==> config.mk <==
export PLATFORM = sky130hd
export DESIGN_NAME = tbt_lane
export DESIGN_NICKNAME = d
export VERILOG_FILES = /design/src/design/tbt_pkg.sv /design/src/design/tbt_lane.sv
export SDC_FILE = /design/constraint.sdc
export NUM_CORES = 2
export LEC_CHECK = 0
export BUFFER_PORTS_ARGS = -buffer_cell sky130_fd_sc_hd__buf_2
export CAP_MARGIN = 20
export CORE_UTILIZATION = 65
export DETAILED_ROUTE_END_ITERATION = 8
export PLACE_DENSITY = 0.82
export SYNTH_ARGS = -nofsm -noshare
export SYNTH_HDL_FRONTEND = slang
export SYNTH_SLANG_ARGS = --single-unit
==> constraint.sdc <==
create_clock -name clk -period 14 [get_ports clk]
set_input_delay 0.7 -clock clk [delete_from_list [all_inputs] [get_ports clk]]
set_output_delay 0.7 -clock clk [all_outputs]
set_load 0.02 [all_outputs]
==> src/design/tbt_pkg.sv <==
// Shared types and constants for the touch baseline tracker.
// Used by tbt_lane, tbt_merge and touch_baseline_tracker; no dependencies.
package tbt_pkg;

    localparam int PADS    = 4;
    localparam int RAW_W   = 16;
    localparam int SUM_W   = 24;
    localparam int RATIO_W = 24;
    localparam int ALPHA_W = 17;
    localparam int CNT_W   = 8;
    localparam int PROD_W  = RAW_W + ALPHA_W;
    localparam int THRP_W  = RAW_W + RATIO_W;

    localparam logic [ALPHA_W-1:0] ALPHA_ONE = ALPHA_W'(65536);

    localparam logic [1:0] CFG_BUTTON_MASK = 2'd0;
    localparam logic [1:0] CFG_THRESH      = 2'd1;
    localparam logic [1:0] CFG_ALPHA       = 2'd2;
    localparam logic [1:0] CFG_FLOOR       = 2'd3;

    localparam logic [3:0]         RST_BUTTON_MASK = 4'd14;
    localparam logic [RATIO_W-1:0] RST_THRESH      = RATIO_W'(14260634);
    localparam logic [ALPHA_W-1:0] RST_ALPHA       = ALPHA_W'(3277);
    localparam logic [RAW_W-1:0]   RST_FLOOR       = RAW_W'(20);

    typedef enum logic [1:0] {
        STAT_CALIB  = 2'd0,
        STAT_DONE   = 2'd1,
        STAT_DETECT = 2'd2
    } status_t;

    typedef enum logic [1:0] {
        PH_PRIME,
        PH_CALIB,
        PH_DETECT
    } phase_t;

    typedef enum logic [2:0] {
        ST_IDLE,
        ST_DIV,
        ST_BASE,
        ST_MUL,
        ST_ACC,
        ST_THR,
        ST_OUT
    } state_t;

    typedef struct packed {
        logic clear_sum;
        logic add_sum;
        logic div_load;
        logic div_step;
        logic base_load;
        logic det_load;
        logic ema_mul;
        logic ema_acc;
        logic thr_load;
    } ctl_t;

endpackage

==> src/design/tbt_lane.sv <==
// One pad lane: calibration sum, reciprocal-multiply mean, EMA baseline and threshold.
// Depends on tbt_pkg; driven by the control struct from touch_baseline_tracker.
module tbt_lane #(
    parameter int CALIB_SAMPLES = 50
) (
    input  logic                          clk,
    input  logic                          rst_n,
    input  tbt_pkg::ctl_t                 ctl,
    input  logic                          button,
    input  logic [tbt_pkg::RAW_W-1:0]     raw,
    input  logic [tbt_pkg::RATIO_W-1:0]   ratio,
    input  logic [tbt_pkg::ALPHA_W-1:0]   alpha,
    input  logic [tbt_pkg::RAW_W-1:0]     floor_level,
    output logic                          hit,
    output logic                          fault,
    output logic [tbt_pkg::RAW_W-1:0]     baseline
);

    localparam int SHIFT   = tbt_pkg::SUM_W + $clog2(CALIB_SAMPLES);
    localparam int QPROD_W = tbt_pkg::SUM_W + SHIFT;
    localparam logic [tbt_pkg::SUM_W:0] RECIP = (tbt_pkg::SUM_W + 1)'(
        ((64'd1 << SHIFT) + 64'(CALIB_SAMPLES) - 64'd1) / 64'(CALIB_SAMPLES));

    logic [tbt_pkg::SUM_W-1:0]   sum_reg;
    logic [tbt_pkg::SUM_W-1:0]   sum_add;
    logic [tbt_pkg::SUM_W-1:0]   dvd_reg;
    logic [QPROD_W-1:0]          quot_prod;
    logic [tbt_pkg::RAW_W-1:0]   baseline_reg;
    logic [tbt_pkg::RAW_W-1:0]   threshold_reg;
    logic [tbt_pkg::RAW_W-1:0]   raw_reg;
    logic                        hit_reg;
    logic [tbt_pkg::ALPHA_W-1:0] alpha_sat;
    logic [tbt_pkg::PROD_W-1:0]  prod_old_reg;
    logic [tbt_pkg::PROD_W-1:0]  prod_new_reg;
    logic [tbt_pkg::PROD_W:0]    ema_sum;
    logic [tbt_pkg::THRP_W-1:0]  thr_prod;

    assign sum_add   = sum_reg + tbt_pkg::SUM_W'(raw);
    assign quot_prod = QPROD_W'(dvd_reg) * QPROD_W'(RECIP);
    assign alpha_sat = (alpha > tbt_pkg::ALPHA_ONE) ? tbt_pkg::ALPHA_ONE : alpha;
    assign ema_sum   = (tbt_pkg::PROD_W + 1)'(prod_old_reg)
                     + (tbt_pkg::PROD_W + 1)'(prod_new_reg);
    assign thr_prod  = tbt_pkg::THRP_W'(baseline_reg) * tbt_pkg::THRP_W'(ratio);

    always_ff @(posedge clk or negedge rst_n)
    begin
        if (!rst_n)
        begin
            sum_reg       <= '0;
            baseline_reg  <= '0;
            threshold_reg <= '0;
            hit_reg       <= 1'b0;
        end
        else
        begin
            if (ctl.clear_sum)
            begin
                sum_reg <= '0;
                hit_reg <= 1'b0;
            end
            else if (ctl.add_sum)
            begin
                sum_reg <= sum_add;
                hit_reg <= 1'b0;
            end
            if (ctl.det_load)
            begin
                hit_reg <= button ? (raw == '0) : (raw < threshold_reg);
            end
            if (ctl.base_load)
            begin
                baseline_reg <= button ? '0 : dvd_reg[tbt_pkg::RAW_W-1:0];
            end
            if (ctl.ema_acc)
            begin
                if (button)
                begin
                    baseline_reg <= '0;
                end
                else if (!hit_reg)
                begin
                    baseline_reg <= ema_sum[tbt_pkg::RAW_W+15:16];
                end
            end
            if (ctl.thr_load)
            begin
                if (button)
                begin
                    threshold_reg <= '0;
                end
                else if (!hit_reg)
                begin
                    threshold_reg <= thr_prod[tbt_pkg::THRP_W-1:tbt_pkg::RATIO_W];
                end
            end
        end
    end

    // mean by reciprocal multiply, exact for every 24-bit sum; also holds raw sample and EMA products
    always_ff @(posedge clk)
    begin
        if (ctl.div_load)
        begin
            dvd_reg <= sum_add;
        end
        else if (ctl.div_step)
        begin
            dvd_reg <= quot_prod[SHIFT +: tbt_pkg::SUM_W];
        end
        if (ctl.det_load)
        begin
            raw_reg <= raw;
        end
        if (ctl.ema_mul)
        begin
            prod_old_reg <= tbt_pkg::PROD_W'(tbt_pkg::ALPHA_ONE - alpha_sat)
                          * tbt_pkg::PROD_W'(baseline_reg);
            prod_new_reg <= tbt_pkg::PROD_W'(alpha_sat) * tbt_pkg::PROD_W'(raw_reg);
        end
    end

    assign hit      = hit_reg;
    assign fault    = !button && (dvd_reg[tbt_pkg::RAW_W-1:0] < floor_level);
    assign baseline = baseline_reg;

endmodule

==> impl_metrics.csv <==
group,metric,value,unit
cts,htreeDepth,4,
timing,max_slew_margin,28.1,%
logic_synthesis,synth.area.top_cells,"fa_1 41%, ha_1 16%, inv_1 9.8%",
timing,min_period,9.10,ns
cells_and_area,multi_input_area,38400,µm²
timing,finalCritPeriodShare,65.0,%
logic_synthesis,synth_most_common_cell,"inv_1",
detailed_routing,drcViolationCount,52,
logic_synthesis,ys_top_cells_by_count,"1257 x inv_1, 983 x fa_1, 638 x nand2_1",
global_route,grt_max_degree,65,
worst_setup_path,cp_data_required_time,14.22,ns
worst_setup_path,crit_path_top_delay_cell,"a21oi_2",
cts,cts_setup_buffers,0,
cells_and_area,area_growth_syn_to_layout,4.38,%
worst_setup_path,reg2reg_depth,23,
logic_synthesis,avgSynthCellArea,9.41,µm²
logic_synthesis,ys_seq_area_share,9.44,%
cts,cts_buffers,17,
min_path,hold_path.class,"in -> async",
placed_design,portBuffers,102,
floorplan,initial_core_util,65.9,%
cells_and_area,nNetsFinal,6820,
timing,fmax,110,MHz
timing,tns,0,ns
timing,finalMaxSlewViolations,0,
worst_setup_path,timing.rr.start,"dvd_reg[4]",
global_route,grt_first_pass_wirelength,200000,µm
logic_synthesis,synth_seq_cells,161,
cts,holdBufCountCts,0,
timing,fin_skew,0.0162,ns
placed_design,globalplace.congestion,0.959,
timing,rsz0062_at_grt,"false",
timing,tightest_slew,1.07,ns
worst_setup_path,r2r_slack,5.92,ns
cts,clkTransAtPathRegs,0.08,ns
floorplan,die_area,75200,µm²
logic_synthesis,synth_top_cell_by_area,"fa_1",
cells_and_area,drive_above_1_share,4.20,%
worst_setup_path,critPathMaxFanout,34,
cts,cts_root_buffer,"clkbuf_16",
timing,final-setup-viol-count,0,
floorplan,rows,99,
cts,clock_latency,0.46,ns
placed_design,place_hpwl,97000,µm
logic_synthesis,syn-instance-count,5117,
detailed_routing,dr.pass1.iters,7,
floorplan,dieHeight,274,µm
logic_synthesis,ys_async_sr_fraction,35.4,%
worst_setup_path,max_stage_delay,0.66,ns
global_route,track_usage,34.4,%
detailed_routing,wl,122000,µm
cts,clockBufferDepth,2,
global_route,antenna_found_initial,10,
logic_synthesis,ys_types,82,
logic_synthesis,netlist.area_leader.share,40.9,%
cts,clock_sinks,161,
detailed_routing,drt_iter0_markers,2977,
cells_and_area,seqCellArea,4550,µm²
logic_synthesis,yosys_warnings,0,
worst_setup_path,timing.rr.end,"dvd_reg[17]",
run_status,outcome,"finished, violations left",
worst_setup_path,path_class,"in -> reg",
detailed_routing,ant_nets,0,
run_status,failed_checks,"DRC",
logic_synthesis,synth_ff_type,"edfxtp_1",
logic_synthesis,synth_area,48200,µm²
global_route,grt_pass1_vias,38400,
floorplan,fp.coreArea,73100,µm²
flow_run,cap_violations,0,
worst_setup_path,worst_setup_path_end_kind,"register",
logic_synthesis,synth_edf_count,104,
detailed_routing,routedWlPerCell,20.0,µm
worst_setup_path,cp-start-kind,"input pin",
floorplan,die_width,274,µm
worst_setup_path,worstPathArrival,9.32,ns
detailed_routing,vias,35500,
cts,cts_tree,"yes",
worst_setup_path,crit_path_frequent_cell,"fa_1",
cells_and_area,n_fill_cell,5418,
detailed_routing,vias_per_cell,5.82,
timing,hold_viol_final,0,
floorplan,pin_count,103,
cts,ctsResizeCount,0,
global_route,grt_overflow,0,
-- metal layers --
layer  part of all wire (%)  GRT usage, %
met5                  0.041             0
met4                    4.3          13.2
met3                    9.9          7.15
met2                     48          57.6
met1                     37          44.0
-- stage by stage --
step	instances	instance area [µm²]	hold slack [ns]	setup WS [ns]	util, %
final	6106	50300	0.387	4.90	68.8
after global routing	6101	50300	0.451	4.40	68.8
after CTS	6101	50300	0.408	4.93	68.8
after detailed placement	6069	49700	0.481	4.48	68.0
after global placement	6069	49700	0.464	4.56	68.0
after floorplan	5148	48300	0.404	5.82	-
-- placed cells by master, fill, tap and decap left out, types with 16 or more instances in the layout --
master	netlist	routed
inv_1	1257	1257
fa_1	983	983
nand2_1	638	638
ha_1	623	623
and2_1	358	358
nor2_1	106	106
edfxtp_1	104	104
buf_2	4	102
xnor2_1	102	100
a21oi_1	97	97
o21ai_0	84	82
dfrtp_1	57	57
a21o_1	55	55
xor2_1	48	47
buf_4	0	46
and3_1	38	38
o21a_1	34	34
nor2b_1	34	33
conb_1	2	33
nor3_1	28	28
nand4_1	26	26
nand2b_1	24	24
nand3_1	23	23
a211oi_1	20	20
clkbuf_16	0	19
mux2i_1	16	16
-- area by class of cell --
cell class              instances  area share (%)
inverters                    1257            9.38
multi-input cells            3544            76.3
flip-flops and latches        161            9.05
clock inverters                11           0.204
diodes                          5          0.0249
repair buffers                148            1.70
well taps                     959            2.39
clock buffers                  21           0.980
-- worst max-delay path by stage --
| stage | slack (ns) | from | cells after the start | to |
|---|---|---|---|---|
| after floorplan | 5.82 | alpha[16] | 31 | prod_old_reg[31] |
| after global placement | 4.56 | alpha[16] | 32 | prod_old_reg[31] |
| after detailed placement | 4.48 | alpha[16] | 32 | prod_old_reg[31] |
| after CTS | 4.93 | alpha[16] | 32 | prod_old_reg[31] |
| after global routing | 4.40 | alpha[16] | 32 | prod_old_reg[31] |
| final | 4.90 | alpha[16] | 32 | prod_old_reg[31] |
-- worst max-delay path, delay by kind of cell --
kind,cells,cell delay (ns)
fa+ha+maj,8,3.40
compound gates,10,2.22
simple gates,6,1.68
buf+inv,7,1.23
xor+xnor,1,0.07
-- cells by family after synthesis --
family          Yosys count  share of synthesized area [%]
buf+inv                1443                           11.3
fa+ha+maj              1606                           57.0
other cells               2                         0.0156
xor+xnor                150                           2.73
flops                   161                           9.44
mux                      16                          0.332
simple gates           1313                           13.1
compound gates          426                           6.05
Power is left out: the tool's default activity adds up to more than one toggle a clock period on the data nets, which glitch-free logic cannot reach.
