--- src/design/tbt_pkg.sv ---
// Shared types and constants for the touch baseline tracker.
// Used by tbt_lane, tbt_merge and touch_baseline_tracker; no dependencies.
package tbt_pkg;

    localparam int PADS    = 4;
    localparam int RAW_W   = 16;
    localparam int SUM_W   = 24;
    localparam int RATIO_W = 24;
    localparam int ALPHA_W = 17;
    localparam int CNT_W   = 8;
    localparam int PROD_W  = RAW_W + ALPHA_W;
    localparam int THRP_W  = RAW_W + RATIO_W;

    localparam logic [ALPHA_W-1:0] ALPHA_ONE = ALPHA_W'(65536);

    localparam logic [1:0] CFG_BUTTON_MASK = 2'd0;
    localparam logic [1:0] CFG_THRESH      = 2'd1;
    localparam logic [1:0] CFG_ALPHA       = 2'd2;
    localparam logic [1:0] CFG_FLOOR       = 2'd3;

    localparam logic [3:0]         RST_BUTTON_MASK = 4'd14;
    localparam logic [RATIO_W-1:0] RST_THRESH      = RATIO_W'(14260634);
    localparam logic [ALPHA_W-1:0] RST_ALPHA       = ALPHA_W'(3277);
    localparam logic [RAW_W-1:0]   RST_FLOOR       = RAW_W'(20);

    typedef enum logic [1:0] {
        STAT_CALIB  = 2'd0,
        STAT_DONE   = 2'd1,
        STAT_DETECT = 2'd2
    } status_t;

    typedef enum logic [1:0] {
        PH_PRIME,
        PH_CALIB,
        PH_DETECT
    } phase_t;

    typedef enum logic [2:0] {
        ST_IDLE,
        ST_DIV,
        ST_BASE,
        ST_MUL,
        ST_ACC,
        ST_THR,
        ST_OUT
    } state_t;

    typedef struct packed {
        logic clear_sum;
        logic add_sum;
        logic div_load;
        logic div_step;
        logic base_load;
        logic det_load;
        logic ema_mul;
        logic ema_acc;
        logic thr_load;
    } ctl_t;

endpackage

--- src/design/tbt_merge.sv ---
// Merge stage and output register: combines lane results into one transaction.
// Depends on tbt_pkg; instantiated by touch_baseline_tracker.
module tbt_merge (
    input  logic                                       clk,
    input  logic                                       rst_n,
    input  logic                                       load,
    input  tbt_pkg::status_t                           status_in,
    input  logic [tbt_pkg::PADS-1:0]                   fault_in,
    input  logic [tbt_pkg::PADS-1:0]                   hit_in,
    input  logic [tbt_pkg::PADS-1:0]                   button_in,
    input  logic [tbt_pkg::PADS-1:0][tbt_pkg::RAW_W-1:0] base_in,
    input  logic                                       out_ready,
    output logic                                       out_valid,
    output logic                                       free,
    output logic [tbt_pkg::PADS-1:0]                   touched_out,
    output logic [1:0]                                 status_out,
    output logic [tbt_pkg::PADS-1:0]                   fault_out,
    output logic [tbt_pkg::PADS-1:0][tbt_pkg::RAW_W-1:0] base_out
);

    logic                                         valid_reg;
    logic [tbt_pkg::PADS-1:0]                     touched_reg;
    logic [1:0]                                   status_reg;
    logic [tbt_pkg::PADS-1:0]                     fault_reg;
    logic [tbt_pkg::PADS-1:0][tbt_pkg::RAW_W-1:0] base_reg;

    assign free = !valid_reg || out_ready;

    always_ff @(posedge clk or negedge rst_n)
    begin
        if (!rst_n)
        begin
            valid_reg <= 1'b0;
        end
        else if (load)
        begin
            valid_reg <= 1'b1;
        end
        else if (out_ready)
        begin
            valid_reg <= 1'b0;
        end
    end

    always_ff @(posedge clk)
    begin
        if (load)
        begin
            touched_reg <= (status_in == tbt_pkg::STAT_DETECT) ? hit_in : '0;
            status_reg  <= status_in;
            fault_reg   <= fault_in;
            for (int n = 0; n < tbt_pkg::PADS; n++)
            begin
                base_reg[n] <= button_in[n] ? '0 : base_in[n];
            end
        end
    end

    assign out_valid   = valid_reg;
    assign touched_out = touched_reg;
    assign status_out  = status_reg;
    assign fault_out   = fault_reg;
    assign base_out    = base_reg;

endmodule

--- config.mk ---
export PLATFORM = sky130hd
export DESIGN_NAME = tbt_merge
export DESIGN_NICKNAME = d
export VERILOG_FILES = /design/src/design/tbt_pkg.sv /design/src/design/tbt_merge.sv
export SDC_FILE = /design/constraint.sdc
export NUM_CORES = 1
export LEC_CHECK = 0
export ABC_AREA = 1
export BUFFER_PORTS_ARGS = -buffer_cell sky130_fd_sc_hd__clkbuf_2
export CAP_MARGIN = 20
export CORE_ASPECT_RATIO = 1.1
export CORE_UTILIZATION = 30
export CTS_BUF_LIST = sky130_fd_sc_hd__clkbuf_8 sky130_fd_sc_hd__clkbuf_16
export DETAILED_ROUTE_END_ITERATION = 7
export PLACE_DENSITY = 0.64
export REMOVE_ABC_BUFFERS = 1
export SETUP_SLACK_MARGIN = 0.4
export SLEW_MARGIN = 20
export SYNTH_ARGS = -nofsm -noshare
export SYNTH_HDL_FRONTEND = slang
export SYNTH_SLANG_ARGS = --single-unit
--- constraint.sdc ---
create_clock -name clk -period 0.9 [get_ports clk]
set_clock_uncertainty 0.2 [all_clocks]
set_input_delay 0.045 -clock clk [delete_from_list [all_inputs] [get_ports clk]]
set_output_delay 0.045 -clock clk [all_outputs]
set_load 0.01 [all_outputs]
==> results of run 1 <==
-- cell families after synthesis --
group / count (synthesis)
AND/OR/NAND/NOR: 71
buffers and inverters: 79
flip-flops: 75
-- placed cells by master, fill, tap and decap left out --
cell type,synthesis,layout
sky130_fd_sc_hd__clkinv_2,0,1
sky130_fd_sc_hd__clkbuf_16,0,2
sky130_fd_sc_hd__buf_16,0,7
sky130_fd_sc_hd__clkinvlp_4,0,1
sky130_fd_sc_hd__buf_2,0,2
sky130_fd_sc_hd__inv_1,71,72
sky130_fd_sc_hd__buf_4,0,2
sky130_fd_sc_hd__dfrtp_1,1,1
sky130_fd_sc_hd__clkbuf_2,0,151
sky130_fd_sc_hd__buf_6,7,1
sky130_fd_sc_hd__nand2_1,3,1
sky130_fd_sc_hd__bufinv_16,0,2
sky130_fd_sc_hd__nand2_2,0,2
sky130_fd_sc_hd__nor2_1,57,57
sky130_fd_sc_hd__edfxtp_1,74,74
sky130_fd_sc_hd__nor2_4,4,4
sky130_fd_sc_hd__clkbuf_8,0,9
sky130_fd_sc_hd__buf_12,1,5
sky130_fd_sc_hd__dlygate4sd3_1,0,1
sky130_fd_sc_hd__clkbuf_4,0,2
sky130_fd_sc_hd__nor2_2,7,7
sky130_fd_sc_hd__clkinv_1,0,2
-- flip-flops by register name (all words and copies together), names as in the netlist --
name and flops:
touched_out 4, fault_out 4, base_out 64, status_out 2
out_valid 1
-- cell usage after synthesis (all sizes together) --
master | number | share of area
buf | 8 | 0.034
nor2 | 68 | 0.10
dfrtp | 1 | 0.0085
nand2 | 3 | 0.0038
inv | 71 | 0.091
edfxtp | 74 | 0.76
-- worst paths after layout --
kind	end	cells past startpoint	start
max in group asynchronous	out_valid$_DFFE_PN0P_	2	rst_n
hold reg to reg	out_valid$_DFFE_PN0P_	3	out_valid$_DFFE_PN0P_
setup reg to reg	out_valid$_DFFE_PN0P_	3	out_valid$_DFFE_PN0P_
setup / recovery	free	2	out_valid$_DFFE_PN0P_
min in group asynchronous	out_valid$_DFFE_PN0P_	2	rst_n
hold / removal	fault_out[0]$_DFFE_PP_	1	fault_in[0]
-- timing repair --
| action | 4_1_cts | 5_1_grt |
|---|---|---|
| pin swaps | 1 | 0 |
| hold endpoints to repair | 150 | 150 |
| setup endpoints to repair | 167 | 84 |
| resized for setup | 13 | 5 |
| buffers inserted | 1 | 0 |
| cloned | 6 | 2 |
-- metrics by stage --
stage	cell area, um2	util	TNS (ns)	instances	worst slack [ns]
2_1_floorplan	2830	-	-0.00228	217	-0.00228
4_1_cts	4290	0.456	-16.96	521	-0.305
3_5_place_dp	3870	0.412	-2.05	497	-0.0333
5_1_grt	4350	0.463	-18.83	523	-0.339
6_report	4350	0.463	-14.95	523	-0.257
3_3_place_gp	3870	0.412	-0.842	497	-0.0184
-- worst max-delay path: stages (launching register included) --
cell and delay, ns:
sky130_fd_sc_hd__dfrtp_1 0.40, sky130_fd_sc_hd__nand2_2 0.08, sky130_fd_sc_hd__buf_6 0.10
-- routing by layer --
metal,GRT usage,up-vias
met5,0,-
met2,0.217,105
met3,0.0462,12
met1,0.152,961
li1,-,1035
met4,0.0640,0
-- power groups by stage --
stage          Combinational [W]  Sequential (W)  Clock (W)
3_3_place_gp            0.000899         0.00429          0
4_1_cts                  0.00104         0.00422    0.00286
6_report                 0.00105         0.00422    0.00276
3_5_place_dp            0.000919         0.00430          0
2_1_floorplan           0.000140         0.00444          0
5_1_grt                  0.00116         0.00424    0.00301
-- cell type report --
type                       count  area (um2)
inverter                      71         267
fill                         888        5050
tap                          117         146
timing repair buffer         173        1160
clock buffer                   9         124
sequential                    75        2250
multi-input combinational     71         319
clock inverter                 7        83.8
==> results by group, run 1 <==
Run status
  • Run status: finished, violations left
  • Violations in the final reports: negative hold slack, negative setup slack

Setup path
  • Startpoint-to-endpoint class of the critical path: reg -> out
  • Worst Path Required: 0.65 ns
  • Endpoint kind of the worst setup timing path: output pin
  • Type of origin of the critical path: flip-flop
  • Register-to-Register Setup Slack: -0.01 ns
  • CP Data Arrival Time: approximately 0.9 ns
  • CP Max Fanout: 2

Timing
  • Final count of negative-setup-slack endpoints: 77
  • Post-route minimum period: 1.16 ns
  • Number of failing hold endpoints at the final stage: 150
  • Final worst setup slack: -0.257 ns
  • Measured slew at the worst slew-check pin: 0.178 ns
  • Maximum clock rate: about 0.86 GHz
  • Count of final max-slew check failures: 0
  • Tightest slew margin relative to the limit: 0.881
  • RSZ-0062 raised after global routing: yes
  • Part of the cycle the worst path needs: 1.29
  • Worst Hold Slack: -0.313 ns

Power
  • Worst vdd rail ir drop: 843 uV
  • Overall power: 0.00803 W
  • Combinational fraction of design power: 0.131
  • Static leakage: 2.18 nW
  • Internal power: 0.00619 W
  • PwrDens: ~1800 nW/um2
  • Fraction of power spent switching nets: 0.229
  • Clock network fraction of design power: 0.344
  • Power spent charging and discharging nets: 0.00184 W
  • Share of power burned in registers: 0.525

Logic synthesis
  • Adder-cell share of the synthesized area: 0
  • Post-synthesis cell count: between 200 and 250
  • Count of warnings emitted by yosys: 0
  • Compound-gate portion of the synthesized area: 0
  • Number of flip-flops and latches in the synthesized netlist: 75
  • Part of the Yosys area used for sequential elements: 0.768
  • Main combinational cell family by area after synthesis: buffers and inverters
  • Post-Synth XOR/XNOR Area: 0
  • Mapped Avg Cell Area: 13.0 um2
  • Synth unique cells: 9
  • Mapped Area: between 2000 and 3000 um2
  • Multiplexer share of the synthesized area: 0
  • Share of synthesized cell area in and, or, nand and nor gates: 0.107

Route
  • Top Layer Used: met4
  • Number of design rule violations left after detail routing: 0
  • First-pass DRT Iterations: 4
  • Routed Antenna Nets: 0
  • First-iteration detailed-routing DRC count: 66
  • Total via count in the routed design: 2113
  • Average vias per placed instance: 4.04
  • Wirelength per Cell: 12.7 um
  • DR WL met2: 3270 um
  • Met1 layer wirelength in the final routing: 2680 um
  • Final routed wirelength across all metal layers: 6640 um
  • Wire length on met3: about 570 um

Clock network
  • CTS max path bufs: 2
  • TritonCTS clock tree: built
  • Library cell used as clock root buffer: sky130_fd_sc_hd__clkbuf_8
  • Number of levels the H-tree was split into: 3
  • Total CTS buffers: 9
  • Clock-pin slew of the registers on the worst-case setup and hold paths: approximately 0.080 ns
  • Number of buffers inserted by hold repair at cts: 1
  • Number of clock sinks: 75
  • Insertion delay of the later-clocked pin in the worst-skew pair: 0.34 ns

Floorplanning
  • Initial cell density of the core: 0.311
  • Core area: 9400 um2
  • Area of the die: 10200 um2
  • Std-Cell Rows: 37
  • Width of the die: between 90 and 100 um
  • Count of pins on the block boundary: 158
  • Die Ht: 106 um

Final layout
  • Layout cells sized above 1: 0.488
  • Synth-to-layout area growth: 48.5%
  • Antenna fix cells: 0
  • Nets@finish: between 400 and 500

Placement
  • Port Buf Inserts: 157
  • Post-DP HPWL: 4450 um
  • Final GP Congestion: slightly below 0.7

Global route
  • Gr ovfl total: 0
  • Maximum number of pins on one net before global-route repair: 17
  • Via count of the first global-routing pass: 2034
  • Wire length of the first global-routing pass: 9670 um
  • Number of antenna violations at the first check in global routing: 0
  • Overall routing resource usage: 0.132

Job
  • Number of maximum-capacitance constraint violations: 0

Hold path
  • Tightest Hold Check Type: in -> reg
Note: power is estimated with default switching activity, not from simulation.
==> inputs of run 2 (changes only) <==
- MAX_ROUTING_LAYER: unset -> met4
==> results by group, run 2 (synthesis gave the netlist of run 1 again) <==
Run status
  • Run status: finished, violations left (unchanged)
  • Violations in the final reports: negative hold slack, negative setup slack (unchanged)

Timing
  • Final count of negative-setup-slack endpoints: 77 (unchanged)
  • Maximum clock rate: 0.869 GHz (was 0.864 GHz)
  • Post-route minimum period: 1.15 ns (was 1.16 ns)
  • Sum Neg Setup Slack: -14.59 ns (was -14.95 ns)
  • Number of failing hold endpoints at the final stage: 150 (unchanged)
  • Measured slew at the worst slew-check pin: 0.177 ns (was 0.178 ns)
  • Worst Hold Slack: -0.314 ns (was -0.313 ns)
  • Final worst setup slack: -0.250 ns (was -0.257 ns)
  • Tightest slew margin relative to the limit: 0.882 (was 0.881)
  • Count of final max-slew check failures: 0 (unchanged)
  • RSZ-0062 raised after global routing: yes (unchanged)
  • Part of the cycle the worst path needs: 1.28 (was 1.29)

Global route
  • Maximum number of pins on one net before global-route repair: 17 (unchanged)
  • Met2 GRT Util: 0.217 (about the same)
  • Number of antenna violations at the first check in global routing: 0 (unchanged)
  • Gr ovfl total: 0 (unchanged)
  • Met1 capacity usage during global routing: 0.157 (was 0.152)
  • Via count of the first global-routing pass: 2028 (was 2034)
  • Top Usage Layer GRT: met2 (unchanged)
  • Overall routing resource usage: 0.135 (was 0.132)
  • Wire length of the first global-routing pass: 9620 um (was 9670 um)
  • Met3 track demand over resource: 0.0332 (was 0.0462)

Final layout
  • Final instance area: 4350 um2 (unchanged)
  • Top library cells by usage in the layout, fill and taps aside: sky130_fd_sc_hd__clkbuf_2, sky130_fd_sc_hd__edfxtp_1, sky130_fd_sc_hd__inv_1, sky130_fd_sc_hd__nor2_1, sky130_fd_sc_hd__clkbuf_8 (unchanged)
  • Non-filler instance count after layout: 523 (unchanged)
  • Filler Cells Inserted: 888 (unchanged)
  • Share of the core filled with cells in the final layout: 0.463 (unchanged)
  • Layout cells sized above 1: 0.488 (unchanged)
  • Antenna fix cells: 0 (unchanged)
  • Synth-to-layout area growth: 48.5% (unchanged)
  • Most frequent standard cell in the layout excluding fill and tap cells: sky130_fd_sc_hd__clkbuf_2 (unchanged)
  • Flip-flop count of the largest register, all copies and words added: 64 (unchanged)
  • Nets@finish: 483 (unchanged)

Setup path
  • Longest individual stage delay on the worst path: 0.39 ns (was 0.40 ns)
  • CP Data Arrival Time: 0.91 ns (about the same)
  • Startpoint-to-endpoint class of the critical path: reg -> out (unchanged)
  • Worst path slowest cell: sky130_fd_sc_hd__dfrtp_1 (unchanged)
  • Crit path launch: out_valid$_DFFE_PN0P_ (unchanged)
  • Ordered cell list for the critical path: nand2_2 > buf_6 (unchanged)
  • Endpoint kind of the worst setup timing path: output pin (unchanged)
  • CP Max Fanout: 2 (unchanged)
  • Type of origin of the critical path: flip-flop (unchanged)
  • Worst reg2reg startpoint: out_valid$_DFFE_PN0P_ (unchanged)
  • Worst Path Required: 0.65 ns (about the same)

Job
  • Number of maximum-capacitance constraint violations: 0 (unchanged)

Clock network
  • Total CTS buffers: 9 (unchanged)
  • TritonCTS clock tree: built (unchanged)
  • Clock-pin slew of the registers on the worst-case setup and hold paths: 0.08 ns (about the same)
  • Number of clock sinks: 75 (unchanged)
  • Number of buffers inserted by hold repair at cts: 1 (unchanged)
  • Insertion delay of the later-clocked pin in the worst-skew pair: 0.33 ns (was 0.34 ns)
  • CTS max path bufs: 2 (unchanged)
  • Number of levels the H-tree was split into: 3 (unchanged)
  • Library cell used as clock root buffer: sky130_fd_sc_hd__clkbuf_8 (unchanged)

Placement
  • Final GP Congestion: 0.698 (was 0.690)
  • Placement-stage cell area: 3870 um2 (unchanged)
  • Post-Place Cells: 497 (unchanged)
  • Port Buf Inserts: 157 (unchanged)
  • Worst-case setup slack after placement: -0.0333 ns (unchanged)
  • Post-DP HPWL: 4450 um (unchanged)

Floorplanning
  • Area of the die: 10200 um2 (unchanged)
  • Core area: 9400 um2 (unchanged)
  • Width of the die: 96.2 um (unchanged)
  • Count of pins on the block boundary: 158 (unchanged)
  • Initial cell density of the core: 0.311 (unchanged)
  • Std-Cell Rows: 37 (unchanged)
  • Die Ht: 106 um (unchanged)

Route
  • First-iteration detailed-routing DRC count: 69 (was 66)
  • First-pass DRT Iterations: 6 (was 4)
  • Total via count in the routed design: 2102 (was 2113)
  • Routed Antenna Nets: 0 (unchanged)
  • Final routed wirelength across all metal layers: 6600 um (was 6640 um)
  • Average vias per placed instance: 4.02 (was 4.04)
  • Wirelength per Cell: 12.6 um (was 12.7 um)
  • Number of design rule violations left after detail routing: 0 (unchanged)

Power
  • PwrDens: 1850 nW/um2 (about the same)
  • Worst vdd rail ir drop: 843 uV (about the same)
  • Static leakage: 2.18 nW (unchanged)

Hold path
  • Tightest Hold Check Type: in -> reg (unchanged)
  • Startpoint of the most critical hold path: fault_in[0] (unchanged)
[run 2: power breakdown]
group          internal (W)  switching, W  leakage [nW]  total, W
logic              0.000521      0.000530          1.35   0.00105
clock network       0.00153       0.00123         0.105   0.00276
registers           0.00414     0.0000798         0.725   0.00422
[run 2: metrics by stage]
stage	power (W)	hold slack, ns
floorplan	0.00458	-0.451
global placement	0.00519	-0.380
detailed placement	0.00522	-0.375
CTS	0.00812	-0.336
global route	0.00840	-0.338
finish	0.00803	-0.314
[run 2: repair_timing]
item	4_1_cts	5_1_grt
cloned	6	2
resized for setup	13	5
setup endpoints to repair	167	84
hold endpoints to repair	150	150
setup buffers	1	0
pin swaps	1	0
[run 2: final timing paths]
kind,end,slack [ns],cells after the start
worst max-delay path,free,-0.25,2
worst min-delay path,fault_out[0]$_DFFE_PP_,-0.31,1
worst max register to register,out_valid$_DFFE_PN0P_,-0.01,3
worst min register to register,out_valid$_DFFE_PN0P_,0.43,3
max in group asynchronous,out_valid$_DFFE_PN0P_,0.60,2
min in group asynchronous,out_valid$_DFFE_PN0P_,-0.19,2
[run 2: critical path, delay by kind of cell (launching register included)]
kind,cells,cell delay [ns]
and+or+nand+nor,1,0.08
buffers and inverters,1,0.10
DFF,1,0.39
[run 2: layout make-up]
cell class / instances / area (um2) / share of cell area
clock inverters: 7 / 83.8 / 0.0193
repair buffers: 173 / 1160 / 0.267
multi-input cells: 71 / 319 / 0.0734
well taps: 117 / 146 / 0.0337
flip-flops and latches: 75 / 2250 / 0.517
clock buffers: 9 / 124 / 0.0285
inverters: 71 / 267 / 0.0613
[run 2: routing by layer]
layer	vias up	share of wire
li1	1035	-
met2	102	0.49
met3	12	0.072
met5	-	0
met4	0	0.018
met1	953	0.42
==> inputs of run 3 (changes only) <==
- SKIP_CTS_REPAIR_TIMING: unset -> 1
==> results by group, run 3 (synthesis gave the netlist of run 1 again) <==
Clock network
  • Clock-pin slew of the registers on the worst-case setup and hold paths: 0.08 ns (about the same)
  • TritonCTS clock tree: built (unchanged)
  • Total CTS buffers: 9 (unchanged)
  • Library cell used as clock root buffer: sky130_fd_sc_hd__clkbuf_8 (unchanged)
  • CTS max path bufs: 2 (unchanged)
  • Number of levels the H-tree was split into: 3 (unchanged)
  • Insertion delay of the later-clocked pin in the worst-skew pair: 0.33 ns (about the same)
  • Number of clock sinks: 75 (unchanged)

Timing
  • RSZ-0062 raised after global routing: yes (unchanged)
  • Final worst setup slack: -0.248 ns (was -0.250 ns)
  • Post-route minimum period: 1.15 ns (about the same)
  • Count of final max-slew check failures: 0 (unchanged)
  • Number of failing hold endpoints at the final stage: 150 (unchanged)
  • Tightest slew margin relative to the limit: 0.882 (about the same)
  • Final count of negative-setup-slack endpoints: 76 (was 77)
  • Maximum clock rate: 0.871 GHz (was 0.869 GHz)
  • Sum Neg Setup Slack: -14.55 ns (was -14.59 ns)
  • Part of the cycle the worst path needs: 1.28 (about the same)
  • Measured slew at the worst slew-check pin: 0.177 ns (about the same)
  • Worst Hold Slack: -0.312 ns (was -0.314 ns)

Floorplanning
  • Initial cell density of the core: 0.311 (unchanged)
  • Area of the die: 10200 um2 (unchanged)
  • Count of pins on the block boundary: 158 (unchanged)
  • Die Ht: 106 um (unchanged)
  • Core area: 9400 um2 (unchanged)
  • Width of the die: 96.2 um (unchanged)
  • Std-Cell Rows: 37 (unchanged)

Setup path
  • Register-to-Register Setup Slack: 0.07 ns (was -0.01 ns)
  • Type of origin of the critical path: flip-flop (unchanged)
  • Worst reg2reg startpoint: out_valid$_DFFE_PN0P_ (unchanged)
  • Reg2Reg Capture Point: out_valid$_DFFE_PN0P_ (unchanged)
  • Startpoint-to-endpoint class of the critical path: reg -> out (unchanged)
  • Worst-case reg-to-reg path depth: 2 (was 3)
  • Endpoint kind of the worst setup timing path: output pin (unchanged)
  • Worst Path Required: 0.65 ns (about the same)
  • CP Data Arrival Time: 0.90 ns (was 0.91 ns)
  • CP Max Fanout: 2 (unchanged)

Route
  • Final routed wirelength across all metal layers: 6380 um (was 6600 um)
  • DR WL met2: 3140 um (was 3260 um)
  • Routed Antenna Nets: 0 (unchanged)
  • Average vias per placed instance: 4.00 (was 4.02)
  • Top Layer Used: met4 (unchanged)
  • First-pass DRT Iterations: 4 (was 6)
  • Met1 layer wirelength in the final routing: 2600 um (was 2750 um)
  • First-iteration detailed-routing DRC count: 62 (was 69)
  • Number of design rule violations left after detail routing: 0 (unchanged)
  • Total via count in the routed design: 2081 (was 2102)
  • Wirelength per Cell: 12.3 um (was 12.6 um)
  • Wire length on met3: 507 um (was 473 um)

Global route
  • Overall routing resource usage: 0.125 (was 0.135)
  • Wire length of the first global-routing pass: 9050 um (was 9620 um)
  • Via count of the first global-routing pass: 1964 (was 2028)
  • Number of antenna violations at the first check in global routing: 0 (unchanged)
  • Gr ovfl total: 0 (unchanged)
  • Maximum number of pins on one net before global-route repair: 38 (was 17)

Placement
  • Post-Place Cells: 497 (unchanged)
  • Post-DP HPWL: 4450 um (unchanged)
  • Port Buf Inserts: 157 (unchanged)
  • Final GP Congestion: 0.698 (unchanged)

Hold path
  • Tightest Hold Check Type: in -> reg (unchanged)
  • Hold depth: 1 (unchanged)
  • Sink of the worst hold path: fault_out[0]$_DFFE_PP_ (unchanged)
  • Startpoint of the most critical hold path: fault_in[0] (unchanged)

Final layout
  • Nets@finish: 480 (was 483)
  • Non-filler instance count after layout: 520 (was 523)
  • Layout cells sized above 1: 0.481 (was 0.488)
  • Antenna fix cells: 0 (unchanged)
  • Synth-to-layout area growth: 45.3% (was 48.5%)
  • Most frequent standard cell in the layout excluding fill and tap cells: sky130_fd_sc_hd__clkbuf_2 (unchanged)
  • Top library cells by usage in the layout, fill and taps aside: sky130_fd_sc_hd__clkbuf_2, sky130_fd_sc_hd__edfxtp_1, sky130_fd_sc_hd__inv_1, sky130_fd_sc_hd__nor2_1, sky130_fd_sc_hd__clkbuf_8 (unchanged)
  • Flip-flop count of the largest register, all copies and words added: 64 (unchanged)
  • Filler Cells Inserted: 895 (was 888)

Power
  • Worst vdd rail ir drop: 843 uV (about the same)
  • Overall power: 0.00797 W (was 0.00803 W)
  • Static leakage: 2.14 nW (was 2.18 nW)
  • PwrDens: 1870 nW/um2 (was 1850 nW/um2)

Run status
  • Violations in the final reports: negative hold slack, negative setup slack (unchanged)
  • Run status: finished, violations left (unchanged)

Job
  • Number of maximum-capacitance constraint violations: 0 (unchanged)
[run 3: cell count changes in the layout (fill, tap and decap cells not counted)]
cell                        delta
sky130_fd_sc_hd__buf_12        -1
sky130_fd_sc_hd__buf_6         +2
sky130_fd_sc_hd__nand2_1       +1
sky130_fd_sc_hd__buf_16        -5
sky130_fd_sc_hd__buf_4         -1
sky130_fd_sc_hd__nand2_2       -1
sky130_fd_sc_hd__clkbuf_16     +2
[run 3: cell type report]
class / count / area [um2] / share of cell area
Clock buffer: 9 / 124 / 0.0291
Clock inverter: 7 / 83.8 / 0.0197
Inverter: 71 / 267 / 0.0627
Multi-Input combinational cell: 71 / 317 / 0.0745
Sequential cell: 75 / 2250 / 0.529
Tap cell: 117 / 146 / 0.0344
Timing Repair Buffer: 170 / 1070 / 0.251
[run 3: critical path, cell delays in order, from the launching register on]
cell and delay, ns:
sky130_fd_sc_hd__dfrtp_1 0.39, sky130_fd_sc_hd__nand2_2 0.08, sky130_fd_sc_hd__buf_6 0.10
[run 3: per-stage QoR]
| stage | setup slack (ns) | util | hold slack [ns] | area [um2] |
|---|---|---|---|---|
| 6_report | -0.248 | 0.452 | -0.312 | 4250 |
| 5_1_grt | -0.320 | 0.452 | -0.338 | 4250 |
| 4_1_cts | -0.315 | 0.434 | -0.755 | 4080 |
| 3_5_place_dp | -0.0333 | 0.412 | -0.375 | 3870 |
| 3_3_place_gp | -0.0184 | 0.412 | -0.380 | 3870 |
| 2_1_floorplan | -0.00228 | - | -0.451 | 2830 |
[run 3: power by group]
part | internal (W) | switching (W) | leakage, nW
Combinational | 0.000475 | 0.000518 | 1.31
Sequential | 0.00414 | 0.0000796 | 0.725
Clock | 0.00153 | 0.00123 | 0.105
[run 3: worst max path at each step]
stage	start	to	slack, ns
2_1_floorplan	out_valid$_DFFE_PN0P_	out_valid$_DFFE_PN0P_	-0.002
3_3_place_gp	load	base_out[39]$_SDFFCE_PP0P_	-0.02
3_5_place_dp	load	base_out[37]$_SDFFCE_PP0P_	-0.03
4_1_cts	out_valid$_DFFE_PN0P_	free	-0.32
5_1_grt	out_valid$_DFFE_PN0P_	free	-0.32
6_report	out_valid$_DFFE_PN0P_	free	-0.25
[run 3: layer usage]
metal,global-route usage,up-vias
met2,0.202,115
met5,-,-
met1,0.142,928
met4,0.0629,0
met3,0.0332,14
li1,-,1024
